**src/hdl/ipc_pkg.sv**
```systemverilog
// ----------------------------------------------------------------------------
// ipc_pkg
// Shared constants and the token type that travels down the comparator chain
// of the inversion pair counter.
// ----------------------------------------------------------------------------
package ipc_pkg;

   localparam int MAX_ITEMS  = 1024;
   localparam int VALUE_BITS = 32;

   // result field widths and their saturation limits
   localparam int INV_W    = 19;
   localparam int ELEM_W   = 11;
   localparam int INV_MAX  = (1 << INV_W) - 1;
   localparam int ELEM_MAX = (1 << ELEM_W) - 1;

   // per-transaction count of greater elements, and per-sequence counters
   localparam int CNT_W = $clog2(MAX_ITEMS + 1);
   localparam int TOT_W = 2 * $clog2(MAX_ITEMS);

   localparam int INV_CMP_W  = (TOT_W > INV_W) ? TOT_W : INV_W;
   localparam int ELEM_CMP_W = (CNT_W > ELEM_W) ? CNT_W : ELEM_W;

   typedef struct packed {
      logic                  vld;
      logic                  last;
      logic                  placed;   // found a free cell on its way
      logic [VALUE_BITS-1:0] value;
      logic [CNT_W-1:0]      greater;  // stored elements greater than value
   } token_type;

endpackage

```
**src/hdl/ipc_tally.sv**
```systemverilog
// ----------------------------------------------------------------------------
// ipc_tally
// End of the chain: accumulates the per-sequence totals from the tokens that
// leave the last cell and holds the result transaction until it is taken.
// ----------------------------------------------------------------------------
module ipc_tally (
   input  logic                         clock,
   input  logic                         reset,
   input  ipc_pkg::token_type           tail_tok,
   output logic                         advance,
   output logic                         rsp_valid,
   input  logic                         rsp_stall,
   output logic [ipc_pkg::INV_W-1:0]    rsp_inversion_count,
   output logic [ipc_pkg::ELEM_W-1:0]   rsp_element_count,
   output logic                         rsp_overflowed
);
   import ipc_pkg::*;

   logic [TOT_W-1:0]      total_ff;
   logic [TOT_W-1:0]      total_in;
   logic [CNT_W-1:0]      elem_ff;
   logic [CNT_W-1:0]      elem_in;
   logic                  ovf_ff;
   logic                  ovf_in;
   logic                  rsp_valid_ff;
   logic                  rsp_valid_in;
   logic [INV_W-1:0]      rsp_inv_ff;
   logic [INV_W-1:0]      rsp_inv_in;
   logic [ELEM_W-1:0]     rsp_elem_ff;
   logic [ELEM_W-1:0]     rsp_elem_in;
   logic                  rsp_ovf_ff;
   logic                  rsp_ovf_in;
   logic [TOT_W-1:0]      total_sum;
   logic [CNT_W-1:0]      elem_sum;
   logic                  ovf_any;
   logic [INV_CMP_W-1:0]  total_ext;
   logic [ELEM_CMP_W-1:0] elem_ext;

   // hold the whole chain while a finished result waits
   assign advance = !rsp_valid_ff || !rsp_stall;

   always_comb begin
      total_sum = total_ff;
      elem_sum  = elem_ff;
      ovf_any   = ovf_ff;
      if (tail_tok.placed) begin
         total_sum = total_ff + TOT_W'(tail_tok.greater);
         elem_sum  = elem_ff + CNT_W'(1);
      end else begin
         ovf_any = 1'b1;
      end
      total_ext = INV_CMP_W'(total_sum);
      elem_ext  = ELEM_CMP_W'(elem_sum);

      total_in     = total_ff;
      elem_in      = elem_ff;
      ovf_in       = ovf_ff;
      rsp_valid_in = rsp_valid_ff && rsp_stall;
      rsp_inv_in   = rsp_inv_ff;
      rsp_elem_in  = rsp_elem_ff;
      rsp_ovf_in   = rsp_ovf_ff;

      if (advance && tail_tok.vld) begin
         if (tail_tok.last) begin
            rsp_valid_in = 1'b1;
            rsp_inv_in   = (total_ext > INV_CMP_W'(INV_MAX)) ? INV_W'(INV_MAX)
                                                             : INV_W'(total_ext);
            rsp_elem_in  = (elem_ext > ELEM_CMP_W'(ELEM_MAX)) ? ELEM_W'(ELEM_MAX)
                                                              : ELEM_W'(elem_ext);
            rsp_ovf_in   = ovf_any;
            // start the next sequence from zero
            total_in     = '0;
            elem_in      = '0;
            ovf_in       = 1'b0;
         end else begin
            total_in = total_sum;
            elem_in  = elem_sum;
            ovf_in   = ovf_any;
         end
      end
   end

   always_ff @(posedge clock) begin
      if (reset) begin
         total_ff     <= '0;
         elem_ff      <= '0;
         ovf_ff       <= 1'b0;
         rsp_valid_ff <= 1'b0;
      end else begin
         total_ff     <= total_in;
         elem_ff      <= elem_in;
         ovf_ff       <= ovf_in;
         rsp_valid_ff <= rsp_valid_in;
      end
   end

   always_ff @(posedge clock) begin
      rsp_inv_ff  <= rsp_inv_in;
      rsp_elem_ff <= rsp_elem_in;
      rsp_ovf_ff  <= rsp_ovf_in;
   end

   assign rsp_valid           = rsp_valid_ff;
   assign rsp_inversion_count = rsp_inv_ff;
   assign rsp_element_count   = rsp_elem_ff;
   assign rsp_overflowed      = rsp_ovf_ff;

endmodule
```
**config.mk**
```make
export PLATFORM = sky130hd
export DESIGN_NAME = ipc_tally
export DESIGN_NICKNAME = d
export VERILOG_FILES = /design/src/hdl/ipc_pkg.sv /design/src/hdl/ipc_tally.sv
export SDC_FILE = /design/constraint.sdc
export NUM_CORES = 1
export LEC_CHECK = 0
export BUFFER_PORTS_ARGS = -buffer_cell sky130_fd_sc_hd__buf_2
export CORE_MARGIN = 2
export CORE_UTILIZATION = 29
export DETAILED_ROUTE_END_ITERATION = 10
export MAX_ROUTING_LAYER = met4
export PLACE_DENSITY = 0.51
export SLEW_MARGIN = 20
export SYNTH_ARGS = -nofsm -noshare
export SYNTH_HDL_FRONTEND = slang
export SYNTH_SLANG_ARGS = --single-unit
```
**constraint.sdc**
```tcl
create_clock -name clock -period 6.7 [get_ports clock]
set_clock_uncertainty 0.15 [all_clocks]
set_input_delay 0.335 -clock clock [delete_from_list [all_inputs] [get_ports clock]]
set_output_delay 0.335 -clock clock [all_outputs]
set_load 0.05 [all_outputs]
```
Yosys cells after proc, flatten, opt, wreduce, memory -nomap -nowiden
Index checks and enable logic that the tools add are counted.

Flip-flop bits (word level): 64. Word-level logic and storage cells: 25. Output and inout port bits: 33. Bits of input ports: 49.

$add $sub $neg: 2. Reductions and logical operators: 6. Multiplexer cells: 8. Magnitude comparators: 2.

Operator list (count): $mux W20 (2); $mux W11 (2); $add A20 B11 Y20 (1); $gt A20 B19 Y1 const B (1); $add A11 B1 Y11 const B (1); $gt A11 B11 Y1 const B (1); $mux W1 (4); $logic_and A1 B1 Y1 (2); $logic_not A1 Y1 (2); $reduce_and A2 Y1 (1); $logic_or A1 B1 Y1 (1).

Depth between registers and ports, before layout
Gate-level depths: netlist of run 1.

Depth in word-level cells: 4. Mapped depth: 9.

Worst setup path after synthesis of run 1
No wires, ideal clock.

Path kind: reg2reg. Start point: register rsp_valid_ff (netlist: rsp_valid). End point: register rsp_elem_ff[0] (netlist: rsp_element_count[0]), enable pin. Required time: 6.164 ns. Stages on the path, launching flop included: 6. Buffers on the path: 1. Setup slack: 4.097 ns. Period minus slack after synthesis: 2.603 ns. Data arrival time: 2.067 ns. Cells stage by stage: dfxtp_1 nand2_1 and2_1 clkbuf_1 nand2_1 inv_1.

Longest elaborated chain between the ends: 4.

Ends and longest elaborated chain: from (decl) (line ipc_tally.sv:25) `logic rsp_valid_ff;`; from (signal assigned) (line ipc_tally.sv:93) `rsp_valid_ff <= rsp_valid_in;`; $logic_not A1 Y1 (line ipc_tally.sv:40) `assign advance = !rsp_valid_ff || !rsp_stall;`; $logic_or A1 B1 Y1 (line ipc_tally.sv:40); net advance (line ipc_tally.sv:10) `output logic advance,`; $logic_and A1 B1 Y1 (line ipc_tally.sv:63) `if (advance && tail_tok.vld) begin`; $reduce_and A2 Y1 (no line); to (signal assigned) (line ipc_tally.sv:99) `rsp_elem_ff <= rsp_elem_in;`; to (decl) (line ipc_tally.sv:29) `logic [ELEM_W-1:0] rsp_elem_ff;`.

The timed path passes the listed nets, and every way through them passes these cells. A chain may end at the register's enable or synchronous reset.

Worst setup path after layout of run 1
Start point: register total_ff[3]. End point: register rsp_inv_ff[9] (netlist: rsp_inversion_count[9]) (data pin).

Longest elaborated chain between the ends: 3.

Ends and longest elaborated chain: from (decl) (line ipc_tally.sv:19) `logic [TOT_W-1:0] total_ff;`; from (signal assigned) (line ipc_tally.sv:90) `total_ff <= total_in;`; $add A20 B11 Y20 (line ipc_tally.sv:47) `total_sum = total_ff + TOT_W'(tail_tok.greater);`; $mux W20 (*) (line ipc_tally.sv:46) `if (tail_tok.placed) begin`; $gt A20 B19 Y1 (line ipc_tally.sv:66) `rsp_inv_in = (total_ext > INV_CMP_W'(INV_MAX)) ? INV_W'(INV_MAX)`; to (signal assigned) (line ipc_tally.sv:98) `rsp_inv_ff <= rsp_inv_in;`; to (decl) (line ipc_tally.sv:27) `logic [INV_W-1:0] rsp_inv_ff;`.

Mark *: on every way between the ends. The rest lies on a longest branch, timed or not.

==> impl_metrics.toml, run 1 <==
[outcome]
status = "finished, final reports clean"

[critical_path]
endpoint_kind = "register"
worstSetupPathType = "reg2reg"
cp.required_ns = 6.57
cp_max_fo = 19
arrival_ns = 2.67
start_kind = "register"

[floorplanning]
start_util_pct = 29.5
fp.dieW_um = 112
die_area_mm2 = 0.0125
fp-row-count = 39
fp.coreArea_mm2 = 0.0114
die_y_um = 112
io_pins = 82

[drt]
drc = 0
avgViaCountPerCell = 4.99
wl_per_cell_um = 14.8
drt.antenna.violating_nets = 0
first_pass_iters = 4
drt_iter0_markers = 180
via_count = 2647
routed_wl_um = 7840

[place]
port_buffers = 49
gp_congestion = 0.762
place_hpwl_um = 5120
place_area_mm2 = 0.00369

[timing]
rsz0062_at_grt = "no"
hold_ws_ns = 0.155
fin_crit_sh_pct = 41.8
fmax_ghz = 0.357
final.setup.tns_ns = 0
min_period_ns = 2.80
worst_pin_slew_ns = 0.782
finalSetupViolations = 0
final_max_slew_viol_count = 0
relSlewSlack_pct = 47.9
finalHoldViolations = 0

[pwr]
internal_power_uw = 742
ir_worst_vdd_mv = 0.0991
clkPwrFrac_pct = 46.3
swShare_pct = 26.4
p_switching_uw = 267
seqPwrFrac_pct = 42.4
p_leak_nw = 1.61
power.share.combinational_pct = 11.3
p_per_area_mw_per_mm2 = 253

[cts]
tritoncts = "done"
post-cts-setup-buffers = 0
ctsResizeCount = 0
cts_hold_buf = 0
numCtsBuffers = 9
cts_root_buffer = "clkbuf_16"
cts_sinks = 64
h-tree-depth = 3
clk_pin_slew_worst_paths_ns = 0.06
clock_latency_ns = 0.33
clk_path_buf_depth = 2

[min_path]
hold_class = "in2reg"

[synthesis]
ys_seq_elements = 64
synth.avg_cell_area_um2 = 9.82
synth_edf_count = 31
synth_seq_area_share_pct = 47.4
netlist.area_leader.share_pct = 27.7
syn_nets = 404
synth_cells = 342
synthTopCellsByArea = "edfxtp_1 (28%), dfxtp_1 (20%), ha_1 (4.5%)"
synth_warnings = 0
synthArstFlopShare_pct = 0
synth_cell_types = 51
synth-main-ff-cell = "dfxtp_1"
netlist_area_mm2 = 0.00336
yosys.area.top_type = "edfxtp_1"

[final_layout]
nets = 444
layout_commonest_cell = "buf_2"
fin_area_mm2 = 0.00399
n_antenna_cell = 0
syn_to_final_growth_pct = 18.7
final_cell_mix = "buf_2 (49), nand2_1 (39), dfxtp_1 (33)"
drive_above_1_share_pct = 19.9

[global_route]
overflow = 0
grt_max_degree = 41
grt_pass1_vias = 2649
grt_pass1_wl_um = 13200
grt_util_all_layers_pct = 13.6
antenna_found_initial = 0

[run]
drv_cap = 0
cell usage after synthesis, types with 2 or more instances:
master and instances:
a211oi_1 2, nor2b_1 2, a21oi_1 28, edfxtp_1 31
nand3b_1 4, mux2i_1 8, and3_1 3, clkbuf_1 14
nand2_1 39, nand2b_1 2, or3_1 5, nor3_1 7
a21boi_0 2, o41ai_1 4, inv_1 8, and4_1 3
o211ai_1 4, a32oi_1 5, and4_4 2, nand3_1 9
a21o_1 6, ha_1 12, dfxtp_1 33, nor2_1 29
buf_2 2, a2bb2oi_1 2, nand4_1 3, xnor2_1 17
o21ai_0 16, buf_4 3, a31oi_1 3, a22oi_1 7
xor2_1 9
worst max-delay path: stages, from the launching register on:
cell and delay, ns:
dfxtp_1 0.33, ha_1 0.34, a21o_1 0.20, a21oi_1 0.29
a211o_1 0.32, a21oi_4 0.12, xnor2_4 0.52, o211ai_1 0.21
through the flow:
stage | total power, mW | util (%) | std cells | setup WS (ns)
final | 1.01 | 35.1 | 530 | 3.90
after global routing | 1.05 | 35.1 | 530 | 3.72
after CTS | 1.02 | 35.1 | 530 | 3.88
after detailed placement | 0.551 | 32.5 | 514 | 3.75
after global placement | 0.550 | 32.5 | 514 | 3.75
after floorplan | 0.522 | - | 342 | 4.10
power by group through the flow:
stage / registers, mW / logic, mW / clock network [mW]
3_5_place_dp: 0.436 / 0.115 / 0
2_1_floorplan: 0.466 / 0.0560 / 0
4_1_cts: 0.428 / 0.115 / 0.477
6_report: 0.428 / 0.114 / 0.467
3_3_place_gp: 0.436 / 0.114 / 0
5_1_grt: 0.429 / 0.125 / 0.496
logic make-up (layout without fill, tap and decap cells):
logic type / after synthesis / after routing / share of synthesized area (%)
simple gates: 112 / 112 / 16.0
fa+ha+maj: 13 / 13 / 5.07
compound gates: 88 / 88 / 17.3
flops: 64 / 64 / 47.4
xor+xnor: 27 / 27 / 7.60
mux: 9 / 9 / 2.72
buf+inv: 29 / 74 / 3.87
flip-flops by register name (all words and copies together) (netlist names):
register	cells
rsp_element_count	11
elem_ff	11
total_ff	20
rsp_inversion_count	19
rsp_valid	1
rsp_overflowed	1
ovf_ff	1
layer usage:
layer	GRT usage [%]	part of all wire [%]	wire, um
met2	21.4	47	3660
met3	2.45	4.3	336
met4	6.50	2.2	175
met5	-	0	0
met1	17.1	47	3670
layout make-up:
cell class	count	area [um^2]
flip-flops and latches	64	1590
inverters	8	30.0
clock inverters	7	71.3
fillers	1130	7380
multi-input cells	249	1640
clock buffers	9	225
well taps	143	179
repair buffers	50	253
worst paths after layout:
kind / depth (start not counted) / start / slack [ns] / to
worst min register to register: 2 / elem_ff[1]$_SDFFE_PP0P_ / 0.33 / elem_ff[1]$_SDFFE_PP0P_
worst max register to register: 7 / total_ff[3]$_SDFFE_PP0P_ / 3.90 / rsp_inversion_count[9]$_SDFFCE_PN1P_
worst min-delay path: 3 / rsp_stall / 0.16 / rsp_valid$_SDFF_PP0_
worst max-delay path: 7 / total_ff[3]$_SDFFE_PP0P_ / 3.90 / rsp_inversion_count[9]$_SDFFCE_PN1P_
No activity file was read; power rests on OpenSTA's default activity.
==> inputs of run 2 (changes only) <==
- clock period: 6.7 -> 2.65 ns (I/O delays scaled with it)
==> run 2 against run 1 <==
Combinational power rose to 2.7 times the previous value. Sequential cell count did not move. Global-route usage increased by 0.27 points. Critical path depth grew 1. Critical path type unchanged.
==> impl_metrics.toml, run 2 (synthesis gave the netlist of run 1 again) <==
[floorplanning]
die_y_um = 112
die_area_mm2 = 0.0125
fp.dieW_um = 112
fp.coreArea_mm2 = 0.0114
io_pins = 82
start_util_pct = 29.5
fp-row-count = 39

[timing]
finalSetupViolations = 0
worst_pin_slew_ns = 0.772
finalHoldViolations = 0
fmax_ghz = 0.398
setup_ws_ns = 0.139
final_max_slew_viol_count = 0
hold_ws_ns = 0.0483
fin_crit_sh_pct = 94.7
rsz0062_at_grt = "no"
final.setup.tns_ns = 0
relSlewSlack_pct = 48.5
min_period_ns = 2.51

[cts]
cts_root_buffer = "clkbuf_16"
clk_pin_slew_worst_paths_ns = 0.05
clock_latency_ns = 0.34
numCtsBuffers = 9
cts_sinks = 64
tritoncts = "done"
clk_path_buf_depth = 2
h-tree-depth = 3

[drt]
drt_iter0_markers = 99
avgViaCountPerCell = 4.89
first_pass_iters = 4
via_count = 2681
drc = 0
routed_wl_um = 7910
wl_per_cell_um = 14.4
drt.antenna.violating_nets = 0

[critical_path]
cp.required_ns = 2.57
worstSetupPathType = "reg2reg"
arrival_ns = 2.43
start_kind = "register"
cp_max_fo = 2
endpoint_kind = "register"
rr_worst_depth = 8

[final_layout]
syn_to_final_growth_pct = 23.9
layout_commonest_cell = "buf_2"
n_antenna_cell = 0
drive_above_1_share_pct = 23.2
largest-register = "total_ff"
nets = 462
fin_util_pct = 36.6
final_cell_mix = "buf_2 (49), nand2_1 (39), dfxtp_1 (33)"
fin_area_mm2 = 0.00416
largest_reg_flops = 20
instances_no_fill = 548

[place]
place_area_mm2 = 0.00379
place_hpwl_um = 5340
port_buffers = 49
gp_congestion = 0.792
pre_cts_ws_ns = 0.0646
place_inst = 528

[pwr]
p_per_area_mw_per_mm2 = 643
p_leak_nw = 1.72
total_power_mw = 2.67
ir_worst_vdd_mv = 0.268

[global_route]
antenna_found_initial = 0
grt_pass1_wl_um = 13300
overflow = 0
grt_max_degree = 41
grt_pass1_vias = 2646
grt_util_all_layers_pct = 13.9

[min_path]
holdPathStages = 4
hold_class = "in2reg"

[run]
drv_cap = 0

[outcome]
status = "finished, final reports clean"
==> run 2: per-layer routing <==
metal  up-vias  GRT usage, %  routed length, um
met5         -             -                  0
met3        12          2.50                309
li1       1361             -                  -
met2        48          22.0               3680
met4         0          6.91                189
met1      1260          17.1               3740
==> run 2: what timing repair did <==
| action | in CTS | in global routing |
|---|---|---|
| gates resized for setup | 0 | 3 |
| endpoints found under the hold margin | 1 | 0 |
| setup endpoints to repair | 0 | 6 |
| setup buffers | 0 | 3 |
| hold buffers | 1 | 0 |
==> run 2: worst max-delay path, cell delays in order, from the launching register on <==
cell and delay (ns):
dfxtp_1 0.31, ha_1 0.21, fa_1 0.41, a211oi_2 0.26, o21ai_0 0.13, a41o_1 0.27
a21oi_1 0.18, xor2_1 0.22, o211ai_1 0.10
==> run 2: path summary, 6_finish.rpt <==
check / endpoint / slack [ns] / from
min reg2reg: elem_ff[1]$_SDFFE_PP0P_ / 0.34 / elem_ff[1]$_SDFFE_PP0P_
max reg2reg: rsp_inversion_count[10]$_SDFFCE_PN1P_ / 0.14 / total_ff[0]$_SDFFE_PP0P_
min: total_ff[0]$_SDFFE_PP0P_ / 0.05 / tail_tok[0]
max: rsp_inversion_count[10]$_SDFFCE_PN1P_ / 0.14 / total_ff[0]$_SDFFE_PP0P_
==> run 2: report_power, final <==
group          switching (mW)  internal [mW]  total (mW)
registers              0.0116           1.07        1.08
logic                   0.213         0.0923       0.305
clock network           0.440          0.847        1.29
==> run 2: cell type report <==
type                            count  area (um^2)
Fill cell                        1141         7210
Multi-Input combinational cell    249         1650
Sequential cell                    64         1590
Timing Repair Buffer               68          390
Clock buffer                       11          243
Tap cell                          143          179
Clock inverter                      5         80.1
Inverter                            8         30.0
==> inputs of run 3 (changes only) <==
- ABC_AREA: not set -> 1
- PLACE_DENSITY: 0.51 -> 0.5
==> run 3 against run 2 <==
Register-to-register slack improved by 0.16 ns. Sequential power about the same. Largest cell class unchanged. Sequential cell count unchanged. Wire length increased by 10%. First-iteration DRC count increased by 100%. Area after synthesis increased by 9.4%. Critical endpoint is now rsp_inversion_count[17]$_SDFFCE_PN1P_. Critical path depth increased by 2. Sequential share of layout area decreased by 2.0 points. Total power decreased by 6.5%.
==> impl_metrics.toml, run 3 <==
[synthesis]
ys_seq_elements = 64
synth_cell_types = 41
yosysMostFrequentCell = "nand2_1"
synth.avg_cell_area_um2 = 7.72
synth_cells = 476
synthArstFlopShare_pct = 0
synth_edf_count = 31
synth_warnings = 0
syn_nets = 538
netlist.area_leader.share_pct = 25.3
synth_seq_area_share_pct = 43.3
netlist_area_mm2 = 0.00367
synth-main-ff-cell = "dfxtp_1"
synthTopCellsByArea = "edfxtp_1 (25%), dfxtp_1 (18%), nand2_1 (16%)"
synth_commonest_cells = "nand2_1 (161), inv_1 (51), nand3_1 (35)"
yosys.area.top_type = "edfxtp_1"

[timing]
finalSetupViolations = 0
final_max_slew_viol_count = 0
fmax_ghz = 0.426
finalHoldViolations = 0
relSlewSlack_pct = 50.8
min_period_ns = 2.35
fin_crit_sh_pct = 88.6
rsz0062_at_grt = "no"
worst_pin_slew_ns = 0.737
hold_ws_ns = 0.159
final.setup.tns_ns = 0

[cts]
cts_hold_buf = 2
tritoncts = "done"
clk_path_buf_depth = 2
post-cts-setup-buffers = 0
ctsResizeCount = 0
cts_sinks = 64
clock_latency_ns = 0.33
h-tree-depth = 3
numCtsBuffers = 9
cts_root_buffer = "clkbuf_16"
clk_pin_slew_worst_paths_ns = 0.05

[pwr]
internal_power_mw = 1.81
p_leak_nw = 1.98
swShare_pct = 27.6
power.share.combinational_pct = 13.1
seqPwrFrac_pct = 43.3
clkPwrFrac_pct = 43.6
ir_worst_vdd_mv = 0.302
p_switching_uw = 689
p_per_area_mw_per_mm2 = 570

[drt]
wl_per_cell_um = 12.4
drt.antenna.violating_nets = 0
routed_wl_um = 8720
wl_met2_um = 4010
via_count = 3115
avgViaCountPerCell = 4.44
drt_iter0_markers = 198
first_pass_iters = 4
highest_layer = "met4"
wl_met3_um = 336
met1_length_um = 4230
drc = 0

[floorplanning]
die_area_mm2 = 0.0136
fp.dieW_um = 117
io_pins = 82
fp-row-count = 41
start_util_pct = 29.3
fp.coreArea_mm2 = 0.0125
die_y_um = 117

[final_layout]
largest_reg_flops = 20
final_cell_mix = "nand2_1 (161), inv_1 (51), buf_2 (49)"
layout_commonest_cell = "nand2_1"
nets = 587
syn_to_final_growth_pct = 19.3
largest-register = "total_ff"
n_antenna_cell = 0
drive_above_1_share_pct = 20.2

[critical_path]
start_kind = "register"
rrSetupSlack_ns = 0.30
max_stage_delay_ns = 0.37
cpMostUsedCell = "nand2_2"
endpoint_kind = "register"
cp_max_fo = 20
path_cells = "ha_1 -> nand2_2 -> inv_2 -> nand2_2 -> inv_1 -> nand2_1 -> nand3_4 -> a21o_1 -> nand2_2 -> nand3_1"
rr_startpoint = "total_ff[8]$_SDFFE_PP0P_"
worstSetupPathType = "reg2reg"
cpMaxStageDelayCell = "ha_1"
arrival_ns = 2.24
crit_start = "total_ff[8]$_SDFFE_PP0P_"
cp.required_ns = 2.54

[global_route]
grt_max_degree = 39
grt_pass1_wl_um = 13900
antenna_found_initial = 0
grt_pass1_vias = 2824
grt_util_all_layers_pct = 13.8
overflow = 0

[place]
place_hpwl_um = 5980
gp_congestion = 0.829
port_buffers = 49

[min_path]
hp-start = "tail_tok[44]"
hold_class = "in2reg"

[run]
drv_cap = 0

[outcome]
status = "finished, final reports clean"
==> run 3: changes by cell type after synthesis, sizes merged, moves of 6 or more <==
cell	delta
nand2	+133
clkbuf	-7
xnor2	-13
mux2i	-8
nand3	+31
nor3	-6
inv	+48
o21ai	-8
==> run 3: final timing paths <==
check / cells past startpoint / to
setup reg to reg: 10 / rsp_inversion_count[17]$_SDFFCE_PN1P_
setup / recovery: 10 / rsp_inversion_count[17]$_SDFFCE_PN1P_
hold / removal: 3 / rsp_element_count[8]$_SDFFCE_PN1P_
hold reg to reg: 2 / total_ff[9]$_SDFFE_PP0P_
==> run 3: power groups by stage <==
| stage | Clock [mW] | Sequential [mW] | Combinational (mW) |
|---|---|---|---|
| after CTS | 1.12 | 1.08 | 0.332 |
| after global placement | 0 | 1.10 | 0.326 |
| after global routing | 1.16 | 1.09 | 0.365 |
| after detailed placement | 0 | 1.10 | 0.328 |
| final | 1.09 | 1.08 | 0.328 |
| after floorplan | 0 | 1.18 | 0.164 |
==> run 3: worst max-delay path, delay by kind of cell, from the launching register on <==
family / cells / cell delay, ns
compound gates: 1 / 0.20
fa+ha+maj: 1 / 0.37
buf+inv: 2 / 0.08
flops: 1 / 0.34
simple gates: 6 / 0.92
==> run 3: area by class of cell <==
| type | instances | area [um^2] |
|---|---|---|
| clock inverter | 6 | 35.0 |
| sequential | 64 | 1590 |
| fill | 1353 | 8130 |
| tap | 172 | 215 |
| inverter | 56 | 210 |
| timing repair buffer | 55 | 308 |
| clock buffer | 10 | 239 |
| multi-input combinational | 339 | 1790 |
==> run 3: routing by layer <==
metal	up-vias	track usage [%]
met5	-	-
met1	1399	17.7
met2	67	21.6
li1	1638	-
met4	0	6.04
met3	11	1.92
==> run 3: logic make-up after synthesis <==
family          count (synthesis)  share of synthesized area, %
simple gates                  259                          32.1
buf+inv                        73                          8.34
flops                          64                          43.3
compound gates                 56                          8.79
fa+ha+maj                      13                          4.63
xor+xnor                       11                          2.83
==> run 3: through the flow <==
step	area, um^2	cells	power, mW	util [%]	setup slack (ns)
final	4380	702	2.50	35.0	0.301
after global routing	4380	702	2.61	35.0	0.129
after CTS	4380	702	2.53	35.0	0.275
after detailed placement	4090	684	1.43	32.7	0.279
after global placement	4090	684	1.43	32.7	0.304
after floorplan	3680	476	1.35	-	0.0273
