==> src/hdl/ipc_pkg.sv <==
// ----------------------------------------------------------------------------
// ipc_pkg
// Shared constants and the token type that travels down the comparator chain
// of the inversion pair counter.
// ----------------------------------------------------------------------------
package ipc_pkg;

   localparam int MAX_ITEMS  = 1024;
   localparam int VALUE_BITS = 32;

   // result field widths and their saturation limits
   localparam int INV_W    = 19;
   localparam int ELEM_W   = 11;
   localparam int INV_MAX  = (1 << INV_W) - 1;
   localparam int ELEM_MAX = (1 << ELEM_W) - 1;

   // per-transaction count of greater elements, and per-sequence counters
   localparam int CNT_W = $clog2(MAX_ITEMS + 1);
   localparam int TOT_W = 2 * $clog2(MAX_ITEMS);

   localparam int INV_CMP_W  = (TOT_W > INV_W) ? TOT_W : INV_W;
   localparam int ELEM_CMP_W = (CNT_W > ELEM_W) ? CNT_W : ELEM_W;

   typedef struct packed {
      logic                  vld;
      logic                  last;
      logic                  placed;   // found a free cell on its way
      logic [VALUE_BITS-1:0] value;
      logic [CNT_W-1:0]      greater;  // stored elements greater than value
   } token_type;

endpackage

==> src/hdl/ipc_cell.sv <==
// ----------------------------------------------------------------------------
// ipc_cell
// One cell of the comparator chain: holds one stored element, compares the
// passing token against it and hands the token on to the next cell.
// ----------------------------------------------------------------------------
module ipc_cell (
   input  logic               clock,
   input  logic               reset,
   input  logic               advance,
   input  ipc_pkg::token_type up_tok,
   output ipc_pkg::token_type dn_tok
);
   import ipc_pkg::*;

   token_type             tok_ff;
   token_type             tok_in;
   logic [VALUE_BITS-1:0] held_ff;
   logic [VALUE_BITS-1:0] held_in;
   logic                  held_vld_ff;
   logic                  held_vld_in;

   always_comb begin
      tok_in      = up_tok;
      held_in     = held_ff;
      held_vld_in = held_vld_ff;
      if (up_tok.vld) begin
         if (held_vld_ff) begin
            if ($signed(held_ff) > $signed(up_tok.value)) begin
               tok_in.greater = up_tok.greater + CNT_W'(1);
            end
            // the end of a sequence empties every cell it passes
            if (up_tok.last) begin
               held_vld_in = 1'b0;
            end
         end else if (!up_tok.placed) begin
            // first free cell: this is the element's slot
            tok_in.placed = 1'b1;
            if (!up_tok.last) begin
               held_in     = up_tok.value;
               held_vld_in = 1'b1;
            end
         end
      end
   end

   always_ff @(posedge clock) begin
      if (reset) begin
         tok_ff.vld  <= 1'b0;
         held_vld_ff <= 1'b0;
      end else if (advance) begin
         tok_ff      <= tok_in;
         held_vld_ff <= held_vld_in;
      end
   end

   always_ff @(posedge clock) begin
      if (advance) begin
         held_ff <= held_in;
      end
   end

   assign dn_tok = tok_ff;

endmodule

==> config.mk <==
export PLATFORM = sky130hd
export DESIGN_NAME = ipc_cell
export DESIGN_NICKNAME = d
export VERILOG_FILES = /design/src/hdl/ipc_pkg.sv /design/src/hdl/ipc_cell.sv
export SDC_FILE = /design/constraint.sdc
export NUM_CORES = 1
export LEC_CHECK = 0
export BUFFER_PORTS_ARGS = -buffer_cell sky130_fd_sc_hd__buf_4
export CELL_PAD_IN_SITES_DETAIL_PLACEMENT = 0
export CELL_PAD_IN_SITES_GLOBAL_PLACEMENT = 1
export CORE_ASPECT_RATIO = 0.8
export CORE_UTILIZATION = 42
export CTS_CLUSTER_SIZE = 40
export DETAILED_ROUTE_END_ITERATION = 16
export PLACE_DENSITY_LB_ADDON = 0.05
export SLEW_MARGIN = 0
export SYNTH_ARGS = -nofsm -noshare
export SYNTH_HDL_FRONTEND = slang
export SYNTH_SLANG_ARGS = --single-unit
==> constraint.sdc <==
create_clock -name clock -period 5.1 [get_ports clock]
set_clock_uncertainty 0.15 [all_clocks]
set_input_delay 0.255 -clock clock [delete_from_list [all_inputs] [get_ports clock]]
set_output_delay 0.255 -clock clock [all_outputs]
set_load 0.005 [all_outputs]
After elaboration in Yosys (flattened, before gate mapping). Index checks and enable logic that the tools add are counted.

Order comparisons: 1. Bitwise logic cells: 4. Add/sub/neg operators: 1. Reductions and logical operators: 3. Multiplexer cells: 8.

Operators with widths (number): 11-bit 2-to-1 mux (3); 32-bit > comparator (1); 11-bit by 1-bit adder with 11-bit output (second input constant) (1); 1-bit 2-to-1 mux (5); 5-bit AND reduction (1); 1-bit inverter (4); 2-bit AND reduction (2).

Bits of input ports: 49. Word-level logic and storage cells: 24. Flip-flop bits (word level): 79. Output and inout bits: 46.

Longest topological paths before layout. Gate-level depths: netlist (run 1).

Depth after elaboration: 4. Depth in mapped cells: 10. Depth with buffers taken out: 9.

Least setup slack after synthesis (run 1). Ideal clock, no wire load.

Path type: flip-flop to flip-flop. Start: register held_vld_ff. End: register held_ff[0], enable pin. Path slack: 628 ps. Data required time: 4438 ps. Cell stages (with the launch flop): 3. Clock period less this slack: 4472 ps. Library setup time: 512 ps. Arrival: 3810 ps. Buffers on the path: 0. Path through: dfxtp_1 nand2b_1 nor4b_1.

Word-level cells in the longest chain between the ends: 2.

RTL lines: start: declaration (RTL line ipc_cell.sv:19) `logic held_vld_ff;`; start signal: assignment (RTL line ipc_cell.sv:52) `held_vld_ff <= held_vld_in;`; 1-bit inverter (no source line); 5-bit AND reduction (no source line); end signal: assignment (RTL line ipc_cell.sv:58) `held_ff <= held_in;`; end: declaration (RTL line ipc_cell.sv:17) `logic [VALUE_BITS-1:0] held_ff;`.

Every way passes these cells. A chain may end at the register's enable or synchronous reset.

==> impl_table.tex, run 1 <==
\begin{tabular}{lr}
\hline
Metric & Value \\
\hline
\multicolumn{2}{l}{\textbf{Pwr}} \\
IR drop worst, VDD & approximately 0.15 mV \\
Part of the total power dissipated in the clock network & 35.1\% \\
Sum of internal, switching and leakage power & 1410 uW \\
Switching part of the total & 21.4\% \\
Portion of total power attributed to combinational logic & 11.6\% \\
Flop pwr share & 53.4\% \\
Total internal power & 1110 uW \\
Total net switching power & 302 uW \\
Power per standard cell area & between 200 and 300 nW/um\^{}2 \\
Leakage & 0.00208 uW \\
\multicolumn{2}{l}{\textbf{Synth}} \\
Fraction of the yosys area taken by sequential cells & 67.5\% \\
Number of warnings reported in the yosys synthesis log & 0 \\
Syn avg cell area & 14.7 sq um \\
Number of nets in the synthesized netlist & around 320 \\
Unique cell type count in the Yosys netlist & 34 \\
Number of synthesized register bits & 79 \\
Cells after synthesis & 237 \\
Post-Synthesis Cell Area & between 3000 and 4000 sq um \\
\multicolumn{2}{l}{\textbf{Status}} \\
Outcome & complete, no violations \\
\multicolumn{2}{l}{\textbf{Timing}} \\
Worst Hold Slack & $\sim$0.058 ns \\
Setup tns final & 0 ns \\
Fin. max-slew vios & 0 \\
Setup repair after global routing missed its margin & no \\
Number of endpoints failing setup at the final stage & 0 \\
Worst rel slew slack & around 52\% \\
Least-Margin Pin Slew & between 0.7 and 0.8 ns \\
Max Clk Rate & around 0.31 GHz \\
Hold Fails Final Rpt & 0 \\
Share of the cycle needed by the critical path after routing & between 60 and 70\% \\
Min setup slack post-route & 1.82 ns \\
Minimum period implied by the final worst setup slack & $\sim$3.3 ns \\
\multicolumn{2}{l}{\textbf{Setup path}} \\
CP arrival & 3.23 ns \\
Worst r2r src & held\_ff[14] \\
Reg-to-reg critical path endpoint & dn\_tok[1] \\
Critical Path Sink & dn\_tok[1] \\
Critical Path Sink Type & register \\
Launching element of the worst setup path & up\_tok[25] \\
Reg2Reg Setup Slack & 2.05 ns \\
Critical path launch point type & primary input \\
Required time reported for the critical path endpoint & 5.05 ns \\
CP Max Fanout & 10 \\
Number of cells on the worst reg-to-reg path & 8 \\
Crit Path Class & in2reg \\
\multicolumn{2}{l}{\textbf{Placement}} \\
Buffers added on ports & 94 \\
Last weighted congestion value of the routability-driven placer & 0.744 \\
Placed wire-length estimate after detailed placement & 4680 microns \\
Pre-CTS WS & between 2 and 2.5 ns \\
\multicolumn{2}{l}{\textbf{Global route}} \\
Maximum number of pins on one net before global-route repair & 36 \\
Met1 global-route usage & 22.6\% \\
Antenna violations before repair & 0 \\
Overall Global Routing Usage & 16.4\% \\
M3 GR Usage & under 10\% \\
Most heavily used metal layer in global routing & met2 \\
Via count of the first global-routing pass & 2293 \\
GRT overflow & 0 \\
Global-route track usage on met2 & between 20\% and 30\% \\
Wire length of the first global-routing pass & 10800 microns \\
\multicolumn{2}{l}{\textbf{Routing}} \\
Total DRC errors in the routed layout & 0 \\
Routed length per instance & 13.8 microns \\
Total via count in the routed design & 2303 \\
Detailed Routing Iterations Pass 1 & 4 \\
Residual antenna-violating net count after detailed routing & 0 \\
Drt initial violations & 61 \\
Final wirelength & 6770 microns \\
Average vias per placed instance & 4.68 \\
\multicolumn{2}{l}{\textbf{Cells and area}} \\
Inserted Diodes & 0 \\
Area growth from synthesis to final layout & 41.2\% \\
Final design utilization & 61.7\% \\
Number of nets in the layout & approximately 460 \\
Share of final-layout standard cells stronger than drive strength 1 & 31.3\% \\
\multicolumn{2}{l}{\textbf{Die}} \\
Full die area & $\sim$8700 sq um \\
Initial cell density of the core & 43.7\% \\
Total core area & 7980 sq um \\
Die X-Extent & about 100 microns \\
Y dimension of the die & 83.5 microns \\
I/O pin cnt & 95 \\
Core Rows & 29 \\
\multicolumn{2}{l}{\textbf{Clock network}} \\
Clock Pin Slew Worst Setup and Hold Paths & 0.08 ns \\
Clock tree from TritonCTS & yes \\
Number of setup buffers added after CTS & 0 \\
Maximum buffer depth of the clock tree & 2 \\
Clock latency on the worst-skew pair & 0.35 ns \\
Deepest level of the CTS H-tree & 3 \\
Num CTS Buffers & 9 \\
Root buffer cell & clkbuf\_8 \\
TritonCTS sink count & 79 \\
\multicolumn{2}{l}{\textbf{Min path}} \\
Number of stages on the worst hold path & 2 \\
Worst min-delay path category & in2reg \\
\multicolumn{2}{l}{\textbf{Run}} \\
\# Max-Cap Violations & 0 \\
\hline
\end{tabular}
==> cell usage in the layout (no fill, tap or decap), types with 4 or more instances in the layout <==
cell type	n
clkbuf_8	9
nor4_1	6
a21oi_1	13
nand4_1	9
buf_4	97
ha_1	33
xor2_1	10
inv_1	33
dlygate4sd3_1	36
nor2_1	4
nand2_1	10
nand3_1	6
edfxtp_1	77
==> kinds of logic after synthesis <==
kind of cell / Yosys count / share of synthesized area (%)
AOI/OAI and AO/OA: 29 / 5.42
xor gates and xnor gates: 10 / 2.51
adders and majority gates: 33 / 11.8
buffers and inverters: 34 / 3.88
DFF: 79 / 67.5
muxes: 1 / 0.323
and+or+nand+nor: 51 / 8.54
==> metrics by stage <==
step / area [sq um] / std cells
after floorplan: 3490 / 237
after global placement: 4350 / 441
after detailed placement: 4350 / 441
after CTS: 4920 / 492
after global routing: 4920 / 492
final: 4920 / 492
==> power by group through the flow <==
stage	Sequential [uW]	Clock [uW]	Combinational [uW]
2_1_floorplan	771	0	50.0
3_3_place_gp	766	0	141
3_5_place_dp	767	0	142
4_1_cts	753	515	165
5_1_grt	755	533	181
6_report	752	494	163
==> worst min-delay path by stage <==
| stage | from | end | slack (ns) |
|---|---|---|---|
| final | up_tok[10] | dn_tok[10] | 0.06 |
| after detailed placement | up_tok[18] | dn_tok[18] | 0.30 |
| after global routing | advance | dn_tok[45] | 0.05 |
| after floorplan | reset | dn_tok[45] | 0.17 |
| after global placement | up_tok[17] | dn_tok[17] | 0.30 |
| after CTS | up_tok[10] | dn_tok[10] | 0.04 |
==> flip-flops by register name, summed over array words and instances (netlist names) <==
signal / flops
dn_tok: 46
held_ff: 32
held_vld_ff: 1
==> timing repair <==
action / in CTS / in global routing
gates resized for setup: 0 / 0
hold buffers: 36 / 0
endpoints found under the setup margin: 0 / 0
endpoints found under the hold margin: 67 / 0
==> metal layers <==
layer / up-vias / share of wire [%]
li1: 1172 / -
met1: 1055 / 50
met2: 71 / 44
met3: 5 / 5.7
met4: 0 / 0.68
met5: - / 0
==> Yosys cell counts <==
library cell | count | area, sq um
edfxtp_1 | 77 | 2310
ha_1 | 33 | 413
inv_1 | 33 | 124
a21oi_1 | 13 | 65.1
nand2_1 | 10 | 37.5
xor2_1 | 10 | 87.6
nand4_1 | 9 | 56.3
nand3_1 | 6 | 30.0
nor4_1 | 6 | 37.5
nor2_1 | 4 | 15.0
a21o_1 | 3 | 22.5
nand2b_1 | 3 | 18.8
nor3_1 | 3 | 15.0
o21ai_0 | 3 | 15.0
dfxtp_1 | 2 | 40.0
nor2b_1 | 2 | 12.5
nor4b_2 | 2 | 30.0
o31a_1 | 2 | 17.5
a2111oi_0 | 1 | 8.76
a211oi_1 | 1 | 7.51
a21oi_2 | 1 | 8.76
a221o_1 | 1 | 10.0
a311oi_1 | 1 | 8.76
and3_1 | 1 | 6.26
buf_6 | 1 | 11.3
mux2_2 | 1 | 11.3
nor3_2 | 1 | 10.0
nor3b_1 | 1 | 7.51
nor4b_1 | 1 | 8.76
o211a_1 | 1 | 10.0
o211ai_1 | 1 | 7.51
o21a_1 | 1 | 7.51
or2_2 | 1 | 6.26
or3_1 | 1 | 6.26
==> worst max-delay path, cell delays in order <==
cell and delay, ns:
dlygate4sd3_1 0.53, buf_4 0.12, inv_1 0.04, ha_1 0.33, nand4_1 0.20, nor2_1 0.08
a221o_1 0.32, o31a_1 0.33, nor3_2 0.55, nor2_1 0.15, mux2_2 0.31
==> final cells by class <==
cell class	count	area [sq um]
Sequential cell	79	2350
Clock buffer	9	124
Timing Repair Buffer	133	1090
Inverter	33	124
Multi-Input combinational cell	124	1010
Fill cell	634	3060
Tap cell	108	135
Clock inverter	6	86.3
No activity file was read; power rests on OpenSTA's default activity.
==> run 2, diff against run 1 <==
==> constraint.sdc (replaced) <==
create_clock -name clock -period 3.15 [get_ports clock]
set_clock_uncertainty 0.15 [all_clocks]
set_input_delay 0.1575 -clock clock [delete_from_list [all_inputs] [get_ports clock]]
set_output_delay 0.1575 -clock clock [all_outputs]
set_load 0.005 [all_outputs]
==> impl_table.tex, run 2 (synthesized netlist as in run 1, its figures left out) <==
\begin{tabular}{lr}
\hline
Metric & Value \\
\hline
\multicolumn{2}{l}{\textbf{Timing}} \\
Max Clk Rate & 0.331 GHz \\
Min setup slack post-route & 0.130 ns (-1.69 ns) \\
Fin. max-slew vios & 0 (unchanged) \\
Setup tns final & 0 ns (unchanged) \\
Number of endpoints failing setup at the final stage & 0 (unchanged) \\
Least-Margin Pin Slew & 0.727 ns (+0.0137 ns) \\
Minimum period implied by the final worst setup slack & 3.02 ns \\
Worst rel slew slack & 51.4\% (-0.76 points) \\
Share of the cycle needed by the critical path after routing & 95.9\% \\
Hold Fails Final Rpt & 0 (unchanged) \\
Setup repair after global routing missed its margin & no \\
\multicolumn{2}{l}{\textbf{Pwr}} \\
Leakage & 0.00214 uW (+3.1\%) \\
IR drop worst, VDD & 0.205 mV (+40\%) \\
Power per standard cell area & 441 nW/um\^{}2 (+54\%) \\
Sum of internal, switching and leakage power & 2240 uW (+59\%) \\
\multicolumn{2}{l}{\textbf{Die}} \\
Y dimension of the die & 83.5 microns (unchanged) \\
Total core area & 7980 sq um (unchanged) \\
Full die area & 8670 sq um (unchanged) \\
Initial cell density of the core & 43.7\% (unchanged) \\
Die X-Extent & 104 microns (unchanged) \\
Core Rows & 29 (unchanged) \\
I/O pin cnt & 95 (unchanged) \\
\multicolumn{2}{l}{\textbf{Setup path}} \\
Cells along the critical path & dlygate4sd3\_1 > buf\_4 > inv\_1 > ha\_1 > nand4\_1 > nor2\_1 > a221o\_1 > o31a\_1 > o31a\_4 > nor2\_2 > mux2\_2 \\
Critical path launch point type & primary input \\
Critical Path Sink Type & register \\
Required time reported for the critical path endpoint & 3.11 ns (-1.94 ns) \\
CP Max Fanout & 10 (unchanged) \\
Cell with the largest stage delay on the worst path & dlygate4sd3\_1 \\
Largest stage delay on the critical path & 0.53 ns (-0.02 ns) \\
CP arrival & 2.98 ns (-0.25 ns) \\
Crit Path Class & in2reg \\
\multicolumn{2}{l}{\textbf{Routing}} \\
Total DRC errors in the routed layout & 0 (unchanged) \\
Final wirelength & 7120 microns (+5.2\%) \\
Top routing layer in use & met4 \\
Routed metal-1 wire length & 3370 microns (-0.33\%) \\
Drt initial violations & 60 (-1.6\%) \\
Average vias per placed instance & 4.75 (+1.5\%) \\
Detail Route met3 WL & 409 microns (+6.0\%) \\
Met2 wirelength from detailed routing & 3260 microns (+10\%) \\
Routed length per instance & 14.1 microns (+2.5\%) \\
Detailed Routing Iterations Pass 1 & 4 (unchanged) \\
Residual antenna-violating net count after detailed routing & 0 (unchanged) \\
Total via count in the routed design & 2400 (+4.2\%) \\
\multicolumn{2}{l}{\textbf{Cells and area}} \\
Area growth from synthesis to final layout & 45.4\% \\
Inserted Diodes & 0 (unchanged) \\
Number of nets in the layout & 474 (+2.6\%) \\
Non-Filler Cell Area, Final & 5070 sq um (+3.0\%) \\
Most common library cell in the layout ignoring fill and taps & buf\_4 \\
Leading cell types in the layout, fill and taps excluded & buf\_4 (95), edfxtp\_1 (77), dlygate4sd3\_1 (49) \\
\# fillers & 633 (-0.16\%) \\
Share of final-layout standard cells stronger than drive strength 1 & 30.5\% (-0.77 points) \\
Number of flip-flops in the largest register & 46 (unchanged) \\
\multicolumn{2}{l}{\textbf{Status}} \\
Outcome & complete, no violations \\
\multicolumn{2}{l}{\textbf{Placement}} \\
Buffers added on ports & 94 (unchanged) \\
Placed cell areas & 4370 sq um (+0.32\%) \\
Pre-CTS WS & 0.173 ns (-1.84 ns) \\
Last weighted congestion value of the routability-driven placer & 0.701 (-5.8\%) \\
Placed wire-length estimate after detailed placement & 4670 microns (-0.15\%) \\
\multicolumn{2}{l}{\textbf{Clock network}} \\
Clock latency on the worst-skew pair & 0.35 ns (about the same) \\
Clock tree from TritonCTS & yes \\
Deepest level of the CTS H-tree & 3 (unchanged) \\
Root buffer cell & clkbuf\_8 \\
Number of setup buffers added after CTS & 0 (unchanged) \\
Num CTS Buffers & 9 (unchanged) \\
Maximum buffer depth of the clock tree & 2 (unchanged) \\
TritonCTS sink count & 79 (unchanged) \\
Clock Pin Slew Worst Setup and Hold Paths & 0.08 ns (about the same) \\
\multicolumn{2}{l}{\textbf{Min path}} \\
Worst min-delay path category & in2reg \\
\multicolumn{2}{l}{\textbf{Global route}} \\
Maximum number of pins on one net before global-route repair & 33 (-8.3\%) \\
Via count of the first global-routing pass & 2485 (+8.4\%) \\
GRT overflow & 0 (unchanged) \\
Overall Global Routing Usage & 17.8\% (+1.4 points) \\
Wire length of the first global-routing pass & 11800 microns (+8.9\%) \\
Antenna violations before repair & 0 (unchanged) \\
\multicolumn{2}{l}{\textbf{Run}} \\
\# Max-Cap Violations & 0 (unchanged) \\
\hline
\end{tabular}
## run 2: worst max-delay path: cells and delay by family
kind | cells | cell delay (ns)
buffers and inverters | 3 | 0.69
multiplexers | 1 | 0.35
AND/OR/NAND/NOR | 3 | 0.41
AO/OA/AOI/OAI | 3 | 1.04
adder cells (fa/ha/maj) | 1 | 0.32
## run 2: per-layer routing
layer | up-vias | GRT usage [%]
li1 | 1199 | -
met3 | 9 | 4.53
met1 | 1117 | 24.3
met2 | 75 | 27.0
met4 | 0 | 7.40
met5 | - | 0
## run 2: timing repair
item | CTS | global route
setup endpoints to repair | 0 | 11
hold buffers | 49 | 0
hold endpoints to repair | 79 | 0
gates resized for setup | 0 | 5
## run 2: final timing paths
check / from / endpoint / slack (ns) / cells past startpoint
hold reg to reg: held_vld_ff / dn_tok[43] / 0.56 / 2
setup reg to reg: held_ff[14] / dn_tok[1] / 0.25 / 8
hold / removal: advance / dn_tok[23] / 0.22 / 2
setup / recovery: up_tok[25] / dn_tok[1] / 0.13 / 11
## run 2: layout make-up
class | instances | area (sq um) | area share [%]
tap | 108 | 135 | 2.67
multi-input combinational | 124 | 1040 | 20.6
inverter | 33 | 124 | 2.44
sequential | 79 | 2350 | 46.4
clock inverter | 5 | 58.8 | 1.16
timing repair buffer | 145 | 1220 | 24.1
clock buffer | 11 | 131 | 2.59
## run 2: report_power, final
part	switching (uW)	internal, uW
logic	122	163
clock network	369	367
registers	13.2	1200
## run 2: metrics by stage
| step | utilization, % | hold slack, ns | std cells |
|---|---|---|---|
| global placement | 54.7 | 0.203 | 440 |
| global route | 63.5 | 0.218 | 505 |
| finish | 63.5 | 0.217 | 505 |
| detailed placement | 54.7 | 0.205 | 440 |
| floorplan | - | 0.0766 | 237 |
| CTS | 63.2 | 0.209 | 505 |
==> run 3, diff against run 2 <==
--- a/config.mk
+++ b/config.mk
@@ -9,6 +9,7 @@
 export CELL_PAD_IN_SITES_DETAIL_PLACEMENT = 0
 export CELL_PAD_IN_SITES_GLOBAL_PLACEMENT = 1
 export CORE_ASPECT_RATIO = 0.8
+export CORE_MARGIN = 5
 export CORE_UTILIZATION = 42
 export CTS_CLUSTER_SIZE = 40
 export DETAILED_ROUTE_END_ITERATION = 16
==> impl_table.tex, run 3 (synthesized netlist as in run 1, its figures left out) <==
\begin{tabular}{lr}
\hline
Metric & Value \\
\hline
\multicolumn{2}{l}{\textbf{Pwr}} \\
Portion of total power attributed to combinational logic & 12.3\% (-0.4 points) \\
Total net switching power & 491 uW (-2.6\%) \\
Power per standard cell area & 452 nW/um\^{}2 (+2.4\%) \\
Total internal power & 1820 uW (+4.7\%) \\
Flop pwr share & 52.8\% (-1.6 points) \\
Sum of internal, switching and leakage power & 2310 uW (+3.0\%) \\
Leakage & 0.00216 uW (+0.92\%) \\
IR drop worst, VDD & 0.252 mV (+23\%) \\
Part of the total power dissipated in the clock network & 34.9\% (+2.0 points) \\
Switching part of the total & 21.3\% (-1.2 points) \\
\multicolumn{2}{l}{\textbf{Clock network}} \\
Deepest level of the CTS H-tree & 3 (unchanged) \\
Num CTS Buffers & 9 (unchanged) \\
TritonCTS sink count & 79 (unchanged) \\
Clock Pin Slew Worst Setup and Hold Paths & 0.08 ns (about the same) \\
Root buffer cell & clkbuf\_8 \\
Maximum buffer depth of the clock tree & 2 (unchanged) \\
Number of setup buffers added after CTS & 0 (unchanged) \\
Clock tree from TritonCTS & yes \\
Clock latency on the worst-skew pair & 0.34 ns (about the same) \\
\multicolumn{2}{l}{\textbf{Min path}} \\
Worst hold start & advance \\
Worst min-delay path category & in2reg \\
Hold worst-path end & dn\_tok[41] \\
Number of stages on the worst hold path & 2 (unchanged) \\
\multicolumn{2}{l}{\textbf{Setup path}} \\
Worst r2r src & held\_ff[10] \\
Number of cells on the worst reg-to-reg path & 8 (unchanged) \\
CP Max Fanout & 10 (unchanged) \\
Reg-to-reg critical path endpoint & dn\_tok[1] \\
Reg2Reg Setup Slack & 0.27 ns (+0.02 ns) \\
Cell with the largest stage delay on the worst path & dlygate4sd3\_1 \\
Launching element of the worst setup path & up\_tok[21] \\
Required time reported for the critical path endpoint & 3.10 ns (about the same) \\
CP arrival & 2.95 ns (-0.03 ns) \\
Buf/Inv on CP & 3 (unchanged) \\
Cells along the critical path & dlygate4sd3\_1 > buf\_4 > inv\_1 > ha\_1 > nand4\_1 > nor2\_1 > a221o\_1 > o31a\_1 > o31a\_4 > nor2\_2 > mux2\_2 \\
Critical Path Sink Type & register \\
Largest stage delay on the critical path & 0.53 ns (about the same) \\
Cell family with the largest share of critical-path delay & compound AO/OA/AOI/OAI gates \\
Crit Path Class & in2reg \\
Critical path launch point type & primary input \\
\multicolumn{2}{l}{\textbf{Global route}} \\
GRT overflow & 0 (unchanged) \\
Overall Global Routing Usage & 14.2\% (-3.6 points) \\
Maximum number of pins on one net before global-route repair & 33 (unchanged) \\
Via count of the first global-routing pass & 2282 (-8.2\%) \\
Antenna violations before repair & 0 (unchanged) \\
Wire length of the first global-routing pass & 11400 microns (-3.8\%) \\
\multicolumn{2}{l}{\textbf{Placement}} \\
Pre-CTS WS & 0.213 ns (+0.0399 ns) \\
Buffers added on ports & 94 (unchanged) \\
Placed cell areas & 4360 sq um (-0.11\%) \\
Placed wire-length estimate after detailed placement & 4960 microns (+6.2\%) \\
Last weighted congestion value of the routability-driven placer & 0.742 (+5.8\%) \\
\multicolumn{2}{l}{\textbf{Status}} \\
Outcome & complete, no violations \\
\multicolumn{2}{l}{\textbf{Routing}} \\
Total via count in the routed design & 2378 (-0.92\%) \\
Average vias per placed instance & 4.70 (-1.1\%) \\
Routed length per instance & 14.3 microns (+1.2\%) \\
Residual antenna-violating net count after detailed routing & 0 (unchanged) \\
Final wirelength & 7220 microns (+1.4\%) \\
Total DRC errors in the routed layout & 0 (unchanged) \\
Drt initial violations & 77 (+28\%) \\
Detailed Routing Iterations Pass 1 & 5 (+1) \\
\multicolumn{2}{l}{\textbf{Timing}} \\
Share of the cycle needed by the critical path after routing & 95.3\% (-0.55 points) \\
Min setup slack post-route & 0.148 ns (+0.0172 ns) \\
Setup tns final & 0 ns (unchanged) \\
Fin. max-slew vios & 0 (unchanged) \\
Setup repair after global routing missed its margin & no \\
Max Clk Rate & 0.333 GHz (+0.57\%) \\
Least-Margin Pin Slew & 0.628 ns (-0.0996 ns) \\
Hold Fails Final Rpt & 0 (unchanged) \\
Number of endpoints failing setup at the final stage & 0 (unchanged) \\
Minimum period implied by the final worst setup slack & 3.00 ns (-0.0172 ns) \\
Worst rel slew slack & 58.1\% (+6.7 points) \\
\multicolumn{2}{l}{\textbf{Die}} \\
Total core area & 8020 sq um (+0.45\%) \\
Initial cell density of the core & 43.5\% (-0.20 points) \\
Y dimension of the die & 91.5 microns (+9.6\%) \\
I/O pin cnt & 95 (unchanged) \\
Full die area & 10200 sq um (+18\%) \\
Die X-Extent & 112 microns (+7.7\%) \\
Core Rows & 29 (unchanged) \\
\multicolumn{2}{l}{\textbf{Cells and area}} \\
Number of flip-flops in the largest register & 46 (unchanged) \\
Inserted Diodes & 0 (unchanged) \\
Non-Filler Cell Area, Final & 5100 sq um (+0.62\%) \\
Area growth from synthesis to final layout & 46.3\% \\
Most common library cell in the layout ignoring fill and taps & buf\_4 \\
Share of final-layout standard cells stronger than drive strength 1 & 31.2\% (+0.68 points) \\
Leading cell types in the layout, fill and taps excluded & buf\_4 (97), edfxtp\_1 (77), dlygate4sd3\_1 (49) \\
Number of nets in the layout & 475 (+0.21\%) \\
\multicolumn{2}{l}{\textbf{Run}} \\
\# Max-Cap Violations & 0 (unchanged) \\
\hline
\end{tabular}
[run 3: changes by cell type in the layout (fill, tap and decap cells not counted), moves of 2 or more]
cell,previous run,this run
buf_4,95,97
clkinvlp_4,2,0
nor4_1,5,3
nor4_2,1,3
[run 3: power by group through the flow]
stage	clock network [uW]	logic (uW)	registers, uW
after floorplan	0	81.3	1250
after global placement	0	232	1240
after detailed placement	0	235	1240
after CTS	839	284	1220
after global routing	879	314	1220
final	805	284	1220
[run 3: area by class of cell]
type,instances,area (sq um)
Inverter,33,124
Tap cell,108,135
Sequential cell,79,2350
Fill cell,615,2920
Clock inverter,5,82.6
Timing Repair Buffer,146,1220
Clock buffer,11,131
Multi-Input combinational cell,124,1060
[run 3: per-stage QoR]
step	instances	hold WS, ns	util (%)
after global routing	506	0.197	63.6
after floorplan	237	0.0766	-
after CTS	506	0.195	63.2
after global placement	441	0.204	54.4
final	506	0.212	63.6
after detailed placement	441	0.204	54.4
[run 3: how the worst max path moves through the flow]
stage | to | slack [ns] | cells after the start
after floorplan | held_ff[0] | 0.26 | 2
after global placement | dn_tok[1] | 0.27 | 8
after detailed placement | dn_tok[1] | 0.21 | 8
after CTS | dn_tok[1] | 0.1 | 11
after global routing | dn_tok[8] | 0.04 | 11
final | dn_tok[1] | 0.15 | 11
[run 3: repair_timing]
| item | in CTS | in global routing |
|---|---|---|
| hold buffers | 49 | 0 |
| hold endpoints to repair | 79 | 0 |
| resized for setup | 0 | 7 |
| endpoints found under the setup margin | 0 | 5 |
[run 3: routing by layer]
metal / up-vias / part of all wire, % / wire length, microns / track usage [%]
met5: - / 0 / 0 / 0
met4: 0 / 0.90 / 65 / 3.65
met3: 5 / 7.9 / 569 / 6.11
met2: 87 / 44 / 3150 / 20.6
met1: 1086 / 47 / 3430 / 19.5
li1: 1200 / - / - / -
